$ cat src/rtl/rpic_pkg.sv
// ----------------------------------------------------------------------------
// rpic_pkg
// Types and codes for the rotating priority interrupt controller.
// ----------------------------------------------------------------------------
`default_nettype none

package rpic_pkg;

  localparam int unsigned NumLines = 8;
  localparam int unsigned LvlW     = $clog2(NumLines);

  typedef enum logic [2:0] {
    CMD_WRITE = 3'd0,
    CMD_READ  = 3'd1,
    CMD_RAISE = 3'd2,
    CMD_LOWER = 3'd3,
    CMD_ACK   = 3'd4
  } cmd_e;

  // OCW2 command types, bits 7..5
  typedef enum logic [2:0] {
    EOI_NONSPEC     = 3'd1,
    EOI_SPEC        = 3'd3,
    EOI_ROT_NONSPEC = 3'd5,
    EOI_ROT_SPEC    = 3'd7
  } eoi_e;

  // initialization steps
  localparam logic [1:0] InitIcw2 = 2'd1;
  localparam logic [1:0] InitIcw3 = 2'd2;
  localparam logic [1:0] InitIcw4 = 2'd3;

  localparam logic [7:0] MaskReset   = 8'hFF;
  localparam logic [7:0] OffsetReset = 8'h08;
  localparam logic [7:0] OffsetMask  = 8'hF8;
  localparam int unsigned Icw1Bit    = 4;
  localparam int unsigned Ocw3Bit    = 3;
  localparam int unsigned RrBit      = 1;  // OCW3 read-register enable
  localparam int unsigned RisBit     = 0;  // OCW3 select ISR
  localparam int unsigned SnglBit    = 1;  // ICW1 single mode
  localparam int unsigned Ic4Bit     = 0;  // ICW1 ICW4 needed

  typedef struct packed {
    logic [2:0] cmd;
    logic       reg_addr;
    logic [7:0] write_data;
    logic [2:0] line_num;
  } in_word_t;

  typedef struct packed {
    logic [7:0] read_data;
    logic       vector_valid;
    logic [7:0] vector;
    logic       int_request;
  } out_word_t;

  typedef struct packed {
    logic            found;
    logic [LvlW-1:0] lvl;
  } scan_t;

endpackage

`default_nettype wire

$ cat src/rtl/rotating_priority_interrupt_controller.sv
// ----------------------------------------------------------------------------
// rotating_priority_interrupt_controller
// Eight-line interrupt controller with rotating priority and EOI handling.
// ----------------------------------------------------------------------------
// Datapath: input register, then result register; the state update and
// priority scan sit between them.
// Throughput: one word per cycle while the output is not stalled.
// Reset: asynchronous; mask all set, vector base 0x08, all other state clear.
`default_nettype none

module rotating_priority_interrupt_controller
  import rpic_pkg::*;
(
  input  wire logic      clk_i,
  input  wire logic      rst_ni,
  input  wire logic      in_valid_i,
  output logic           in_ready_o,
  input  wire in_word_t  in_word_i,
  output logic           out_valid_o,
  input  wire logic      out_ready_i,
  output out_word_t      out_word_o
);

  // Rotating scan: the level just above lowest ranks first. With blk set,
  // an in-service level met before any pending one stops the search.
  function automatic scan_t rot_scan(input logic [NumLines-1:0] pend,
                                     input logic [NumLines-1:0] svc,
                                     input logic [LvlW-1:0]     lowest,
                                     input logic                blk);
    scan_t           res;
    logic            done;
    logic [LvlW-1:0] lvl;
    res  = '0;
    done = 1'b0;
    for (int i = 0; i < NumLines; i++) begin
      lvl = lowest + LvlW'(i + 1);
      if (!done) begin
        if (svc[lvl]) begin
          done      = 1'b1;
          res.found = !blk;
          res.lvl   = lvl;
        end else if (pend[lvl] && blk) begin
          done      = 1'b1;
          res.found = 1'b1;
          res.lvl   = lvl;
        end
      end
    end
    return res;
  endfunction

  logic            in_valid_q;
  in_word_t        in_q;
  logic            out_valid_q;
  out_word_t       out_q, out_d;
  logic            advance, fire;

  logic [7:0]      req_q, req_d;
  logic [7:0]      svc_q, svc_d;
  logic [7:0]      mask_q, mask_d;
  logic [LvlW-1:0] low_q, low_d;
  logic            show_q, show_d;
  logic            init_q, init_d;
  logic [1:0]      step_q, step_d;
  logic [7:0]      icw1_q, icw1_d;
  logic [7:0]      offs_q, offs_d;

  scan_t           grant, top_svc, grant_after;
  logic [7:0]      wd;

  assign advance    = !out_valid_q || out_ready_i;
  assign fire       = in_valid_q && advance;
  assign in_ready_o = !in_valid_q || advance;
  assign out_valid_o = out_valid_q;
  assign out_word_o  = out_q;
  assign wd          = in_q.write_data;

  assign grant   = rot_scan(req_q & ~mask_q, svc_q, low_q, 1'b1);
  assign top_svc = rot_scan('0, svc_q, low_q, 1'b0);

  always_comb begin
    req_d  = req_q;
    svc_d  = svc_q;
    mask_d = mask_q;
    low_d  = low_q;
    show_d = show_q;
    init_d = init_q;
    step_d = step_q;
    icw1_d = icw1_q;
    offs_d = offs_q;
    out_d  = '0;
    unique case (in_q.cmd)
      CMD_WRITE: begin
        if (!in_q.reg_addr) begin
          if (wd[Icw1Bit]) begin
            icw1_d = wd;
            step_d = InitIcw2;
            init_d = 1'b1;
            mask_d = '0;
            svc_d  = '0;
            req_d  = '0;
            show_d = 1'b0;
            low_d  = '1;
          end else if (wd[Ocw3Bit]) begin
            if (wd[RrBit]) show_d = wd[RisBit];
          end else begin
            case (wd[7:5])
              EOI_NONSPEC, EOI_ROT_NONSPEC: begin
                if (top_svc.found) begin
                  svc_d[top_svc.lvl] = 1'b0;
                  if (wd[7:5] == EOI_ROT_NONSPEC) low_d = top_svc.lvl;
                end
              end
              EOI_SPEC: svc_d[wd[LvlW-1:0]] = 1'b0;
              EOI_ROT_SPEC: begin
                svc_d[wd[LvlW-1:0]] = 1'b0;
                low_d               = wd[LvlW-1:0];
              end
              default: ;
            endcase
          end
        end else if (!init_q) begin
          mask_d = wd;
        end else begin
          case (step_q)
            InitIcw2: begin
              offs_d = wd & OffsetMask;
              if (!icw1_q[SnglBit])   step_d = InitIcw3;
              else if (icw1_q[Ic4Bit]) step_d = InitIcw4;
              else                     init_d = 1'b0;
            end
            InitIcw3: begin
              if (icw1_q[Ic4Bit]) step_d = InitIcw4;
              else                init_d = 1'b0;
            end
            default: init_d = 1'b0;
          endcase
        end
      end
      CMD_READ: begin
        if (!in_q.reg_addr) out_d.read_data = show_q ? svc_q : req_q;
        else                out_d.read_data = mask_q;
      end
      CMD_RAISE: req_d[in_q.line_num] = 1'b1;
      CMD_LOWER: req_d[in_q.line_num] = 1'b0;
      CMD_ACK: begin
        if (grant.found) begin
          req_d[grant.lvl]   = 1'b0;
          svc_d[grant.lvl]   = 1'b1;
          out_d.vector_valid = 1'b1;
          out_d.vector       = offs_q + 8'(grant.lvl);
        end
      end
      default: ;
    endcase
    grant_after       = rot_scan(req_d & ~mask_d, svc_d, low_d, 1'b1);
    out_d.int_request = grant_after.found;
  end

  always_ff @(posedge clk_i or negedge rst_ni) begin
    if (!rst_ni) begin
      in_valid_q  <= 1'b0;
      out_valid_q <= 1'b0;
      req_q       <= '0;
      svc_q       <= '0;
      mask_q      <= MaskReset;
      low_q       <= '0;
      show_q      <= 1'b0;
      init_q      <= 1'b0;
      step_q      <= '0;
      icw1_q      <= '0;
      offs_q      <= OffsetReset;
    end else begin
      if (in_ready_o) in_valid_q <= in_valid_i;
      if (advance)    out_valid_q <= in_valid_q;
      if (fire) begin
        req_q  <= req_d;
        svc_q  <= svc_d;
        mask_q <= mask_d;
        low_q  <= low_d;
        show_q <= show_d;
        init_q <= init_d;
        step_q <= step_d;
        icw1_q <= icw1_d;
        offs_q <= offs_d;
      end
    end
  end

  always_ff @(posedge clk_i) begin
    if (in_ready_o && in_valid_i) in_q <= in_word_i;
    if (fire) out_q <= out_d;
  end

  a_offs_aligned: assert property (@(posedge clk_i) disable iff (!rst_ni)
    offs_q[2:0] == 3'd0)
    else $error("vector base lost its alignment");

  a_grant_in_service: assert property (@(posedge clk_i) disable iff (!rst_ni)
    fire && in_q.cmd == CMD_ACK && grant.found |=> svc_q[$past(grant.lvl)])
    else $error("granted level not marked in service");

  a_no_vec_without_grant: assert property (@(posedge clk_i) disable iff (!rst_ni)
    out_valid_q && !out_q.vector_valid |-> out_q.vector == 8'd0)
    else $error("vector driven without a grant");

  a_ready_only_on_stall: assert property (@(posedge clk_i) disable iff (!rst_ni)
    !in_ready_o |-> in_valid_q && out_valid_q && !out_ready_i)
    else $error("input stalled without a full pipeline");

endmodule

`default_nettype wire
$ cat config.mk
export PLATFORM = sky130hd
export DESIGN_NAME = rotating_priority_interrupt_controller
export DESIGN_NICKNAME = d
export VERILOG_FILES = /design/src/rtl/rpic_pkg.sv /design/src/rtl/rotating_priority_interrupt_controller.sv
export SDC_FILE = /design/constraint.sdc
export NUM_CORES = 1
export LEC_CHECK = 0
export BUFFER_PORTS_ARGS = -buffer_cell sky130_fd_sc_hd__buf_2
export CORE_MARGIN = 3
export CORE_UTILIZATION = 60
export CTS_CLUSTER_DIAMETER = 60
export DETAILED_ROUTE_END_ITERATION = 8
export MAX_ROUTING_LAYER = met4
export PLACE_DENSITY_LB_ADDON = 0.1
export SYNTH_ARGS = -nofsm -noshare
export SYNTH_HDL_FRONTEND = slang
export SYNTH_SLANG_ARGS = --single-unit
export TNS_END_PERCENT = 20
$ cat constraint.sdc
create_clock -name clk_i -period 15.97 [get_ports clk_i]
set_input_delay 1.597 -clock clk_i [delete_from_list [all_inputs] [get_ports clk_i]]
set_output_delay 1.597 -clock clk_i [all_outputs]
set_load 0.02 [all_outputs]
==> summary.txt <==
Gr usage total -> 37.8%
Maximum achievable frequency -> 136 MHz
CTS tree -> done
DIE AREA -> 14,200 um^2
Worst Tran Pin Value -> 1.10 ns
Final nets -> 910
FF+latch count, synth -> 73
CTS max path bufs -> 2
Commonest non-fill, non-tap cell in the layout -> nand2_1
Syn. warnings -> 0
Hold Crit Class -> flop to flop
Post-CTS setup buffers -> 0
CTS buffer count -> 9
Number of global-route vias before repair -> 7,398
Row Count -> 40
Port buffer count -> 38
DR vias -> 7,950
Core Area -> 12,300 um^2
Post-cts resize count -> 0
CTS Sinks -> 73
Chip width -> 119 um
DP Wirelength -> 18,900 um
Worst-path clk slew -> 0.06 ns
Period utilisation layout -> 46.1%
Final non-filler cell total -> 1,057
Final Critical Period -> 7.36 ns
GPL Wtd Cong -> 1.07
Fin Setup TNS -> 0 ns
Wire per inst -> 24.7 um
Final setup vio count -> 0
Final wirelength -> 26,100 um
Chip height -> 119 um
Global-route wire length before repair -> 41,100 um
Async SR Flop Fraction -> 54.8%
Pwr dens -> 225 nW/um^2
Post-synth EDFFs -> 33
Crit path largest cell delay -> 1.01 ns
Most frequent cells in the layout -> nand2_1 (94), o21ai_0 (81), nor2_1 (62)
Initial antenna violation count -> 0
H-tree Lvls -> 3
Largest net degree at the start of global routing -> 54
Final hold vios -> 0
Initial core utilization -> 62.9%
Cells after DPL -> 1,041
Final clock skew -> 0.00848 ns
ANT cells -> 0
WS Path Type -> flop to flop
I/O pin cnt -> 39
Pleak -> 0.00309 uW
Total gr overflow -> 0
Crit-path cells -> buf_4, clkinv_1, ha_1, inv_1, mux4_2, o21ai_1, o41ai_1, nor3_1, o221ai_1, nand3_1, inv_2, ha_1, inv_1, mux2i_1, o2111a_1, o211a_1, and4_4, nand4_1, a21boi_2
Average size of a mapped cell -> 8.59 um^2
Post-synth cell types -> 99
DRC Markers -> 0
Drt first pass iters -> 5
Max Cap Viol -> 0
Antenna-violating nets left -> 0
Share of layout cells above drive strength 1 -> 16.6%
Synthesized instance count -> 898
Slowest cell on the critical path -> ha_1
Iteration-0 DRC Markers -> 1,248
Clk Latency, worst-skew pair -> 0.35 ns
Critical Path RT -> 16.07 ns
Cts hold-fix bufs -> 0
Crit-path max FO -> 38
Seq/Total Area, Yosys -> 26.0%
Root buffer cell -> clkbuf_16
CP Launch Type -> flop
Syn_nets -> 924
Top FF cell, synth -> edfxtp_1
Data arrival, critical path -> 7.46 ns
Synth-to-layout area growth -> 5.87%
Peak supply drop -> 0.137 mV
RSZ-0062 raised after global routing -> false
Slew margin rel. -> 26.6%
Mapped Area -> 7710 um^2
CP Capture Type -> flop
Slew Viols, Final -> 0
Status -> complete, no violations
Via/cell ratio -> 7.52
[report_power, final]
group	leakage [uW]	switching [uW]	total (uW)	internal, uW
Clock	0.000145	87.1	211	124
Sequential	0.000797	97.1	335	238
Combinational	0.00215	812	1290	482
Total	0.00309	997	1840	843
[cells in the mapped netlist (all sizes together), types with 8 or more instances]
| library cell | instances | share of area [%] |
|---|---|---|
| a211oi | 8 | 0.78 |
| a21oi | 55 | 3.6 |
| a22o | 14 | 1.6 |
| a22oi | 8 | 0.78 |
| a31oi | 17 | 1.4 |
| and2 | 14 | 1.1 |
| buf | 22 | 1.7 |
| clkbuf | 49 | 2.4 |
| dfrtp | 31 | 10 |
| dfstp | 9 | 3.1 |
| edfxtp | 33 | 13 |
| inv | 26 | 1.3 |
| mux2 | 15 | 2.2 |
| mux2i | 42 | 5.5 |
| mux4 | 31 | 9.1 |
| nand2 | 94 | 4.6 |
| nand2b | 19 | 1.6 |
| nand3 | 21 | 1.4 |
| nand4 | 8 | 0.73 |
| nor2 | 62 | 3.0 |
| nor2b | 15 | 1.2 |
| nor3 | 17 | 1.1 |
| nor3b | 10 | 0.97 |
| nor4 | 11 | 0.97 |
| o211ai | 17 | 1.7 |
| o21a | 9 | 0.88 |
| o21ai | 87 | 5.6 |
[final timing paths]
path / start / end / slack (ns) / cells past startpoint
setup / recovery: low_q[1]$_DFFE_PN0P_ / out_word_o[0]$_DFFE_PP_ / 8.61 / 19
hold / removal: offs_q[4]$_DFFE_PN0P_ / offs_q[4]$_DFFE_PN0P_ / 0.48 / 2
setup reg to reg: low_q[1]$_DFFE_PN0P_ / out_word_o[0]$_DFFE_PP_ / 8.61 / 19
hold reg to reg: offs_q[4]$_DFFE_PN0P_ / offs_q[4]$_DFFE_PN0P_ / 0.48 / 2
max in group asynchronous: rst_ni / low_q[0]$_DFFE_PN0P_ / 13.91 / 1
min in group asynchronous: rst_ni / out_valid_o$_DFFE_PN0P_ / 1.39 / 1
[kinds of logic after synthesis]
family / share of synthesized area (%)
adder cells (fa/ha/maj): 1.14
flip-flops: 26.0
AND/OR/NAND/NOR: 21.4
multiplexers: 16.7
AO/OA/AOI/OAI: 27.9
XOR/XNOR: 1.38
buffers and inverters: 5.47
[worst max-delay path, delay by kind of cell, from the launching register on]
| family | cells | cell delay [ns] |
|---|---|---|
| buf+inv | 5 | 2.07 |
| compound gates | 6 | 1.47 |
| fa+ha+maj | 2 | 1.33 |
| simple gates | 4 | 1.12 |
| mux | 2 | 0.76 |
| flops | 1 | 0.33 |
[flip-flops by register name (all words and copies together), names as in the netlist]
name	flops
wd	8
svc_q	8
init_q	1
mask_q	8
in_valid_q	1
offs_q	5
step_q	2
out_word_o	18
icw1_q	2
req_q	8
out_valid_o	1
in_q	7
show_q	1
low_q	3
[layout make-up]
cell class / count / area [um^2]
clock buffer: 9 / 225
clock inverter: 7 / 82.6
fill: 996 / 4100
inverter: 28 / 105
multi-input combinational: 726 / 5290
sequential: 73 / 2000
tap: 168 / 210
timing repair buffer: 46 / 250
[layer usage]
layer  track usage [%]  wire length [um]
met5                 -                 0
met4              20.3              1590
met3              11.6              3150
met2              55.8             11700
met1              46.5              9680
[metrics by stage]
step                      setup slack, ns  utilization (%)  power [uW]  hold slack [ns]  instance area, um^2
after floorplan                     10.34                -        1270            0.442                 7710
after global placement               9.07             64.1        1550            0.454                 7860
after global routing                 8.11             66.6        1940            0.528                 8160
after detailed placement             8.88             64.1        1570            0.467                 7860
after CTS                            8.85             66.6        1780            0.483                 8160
final                                8.61             66.6        1840            0.477                 8160
(Power assumes the default switching activity.)
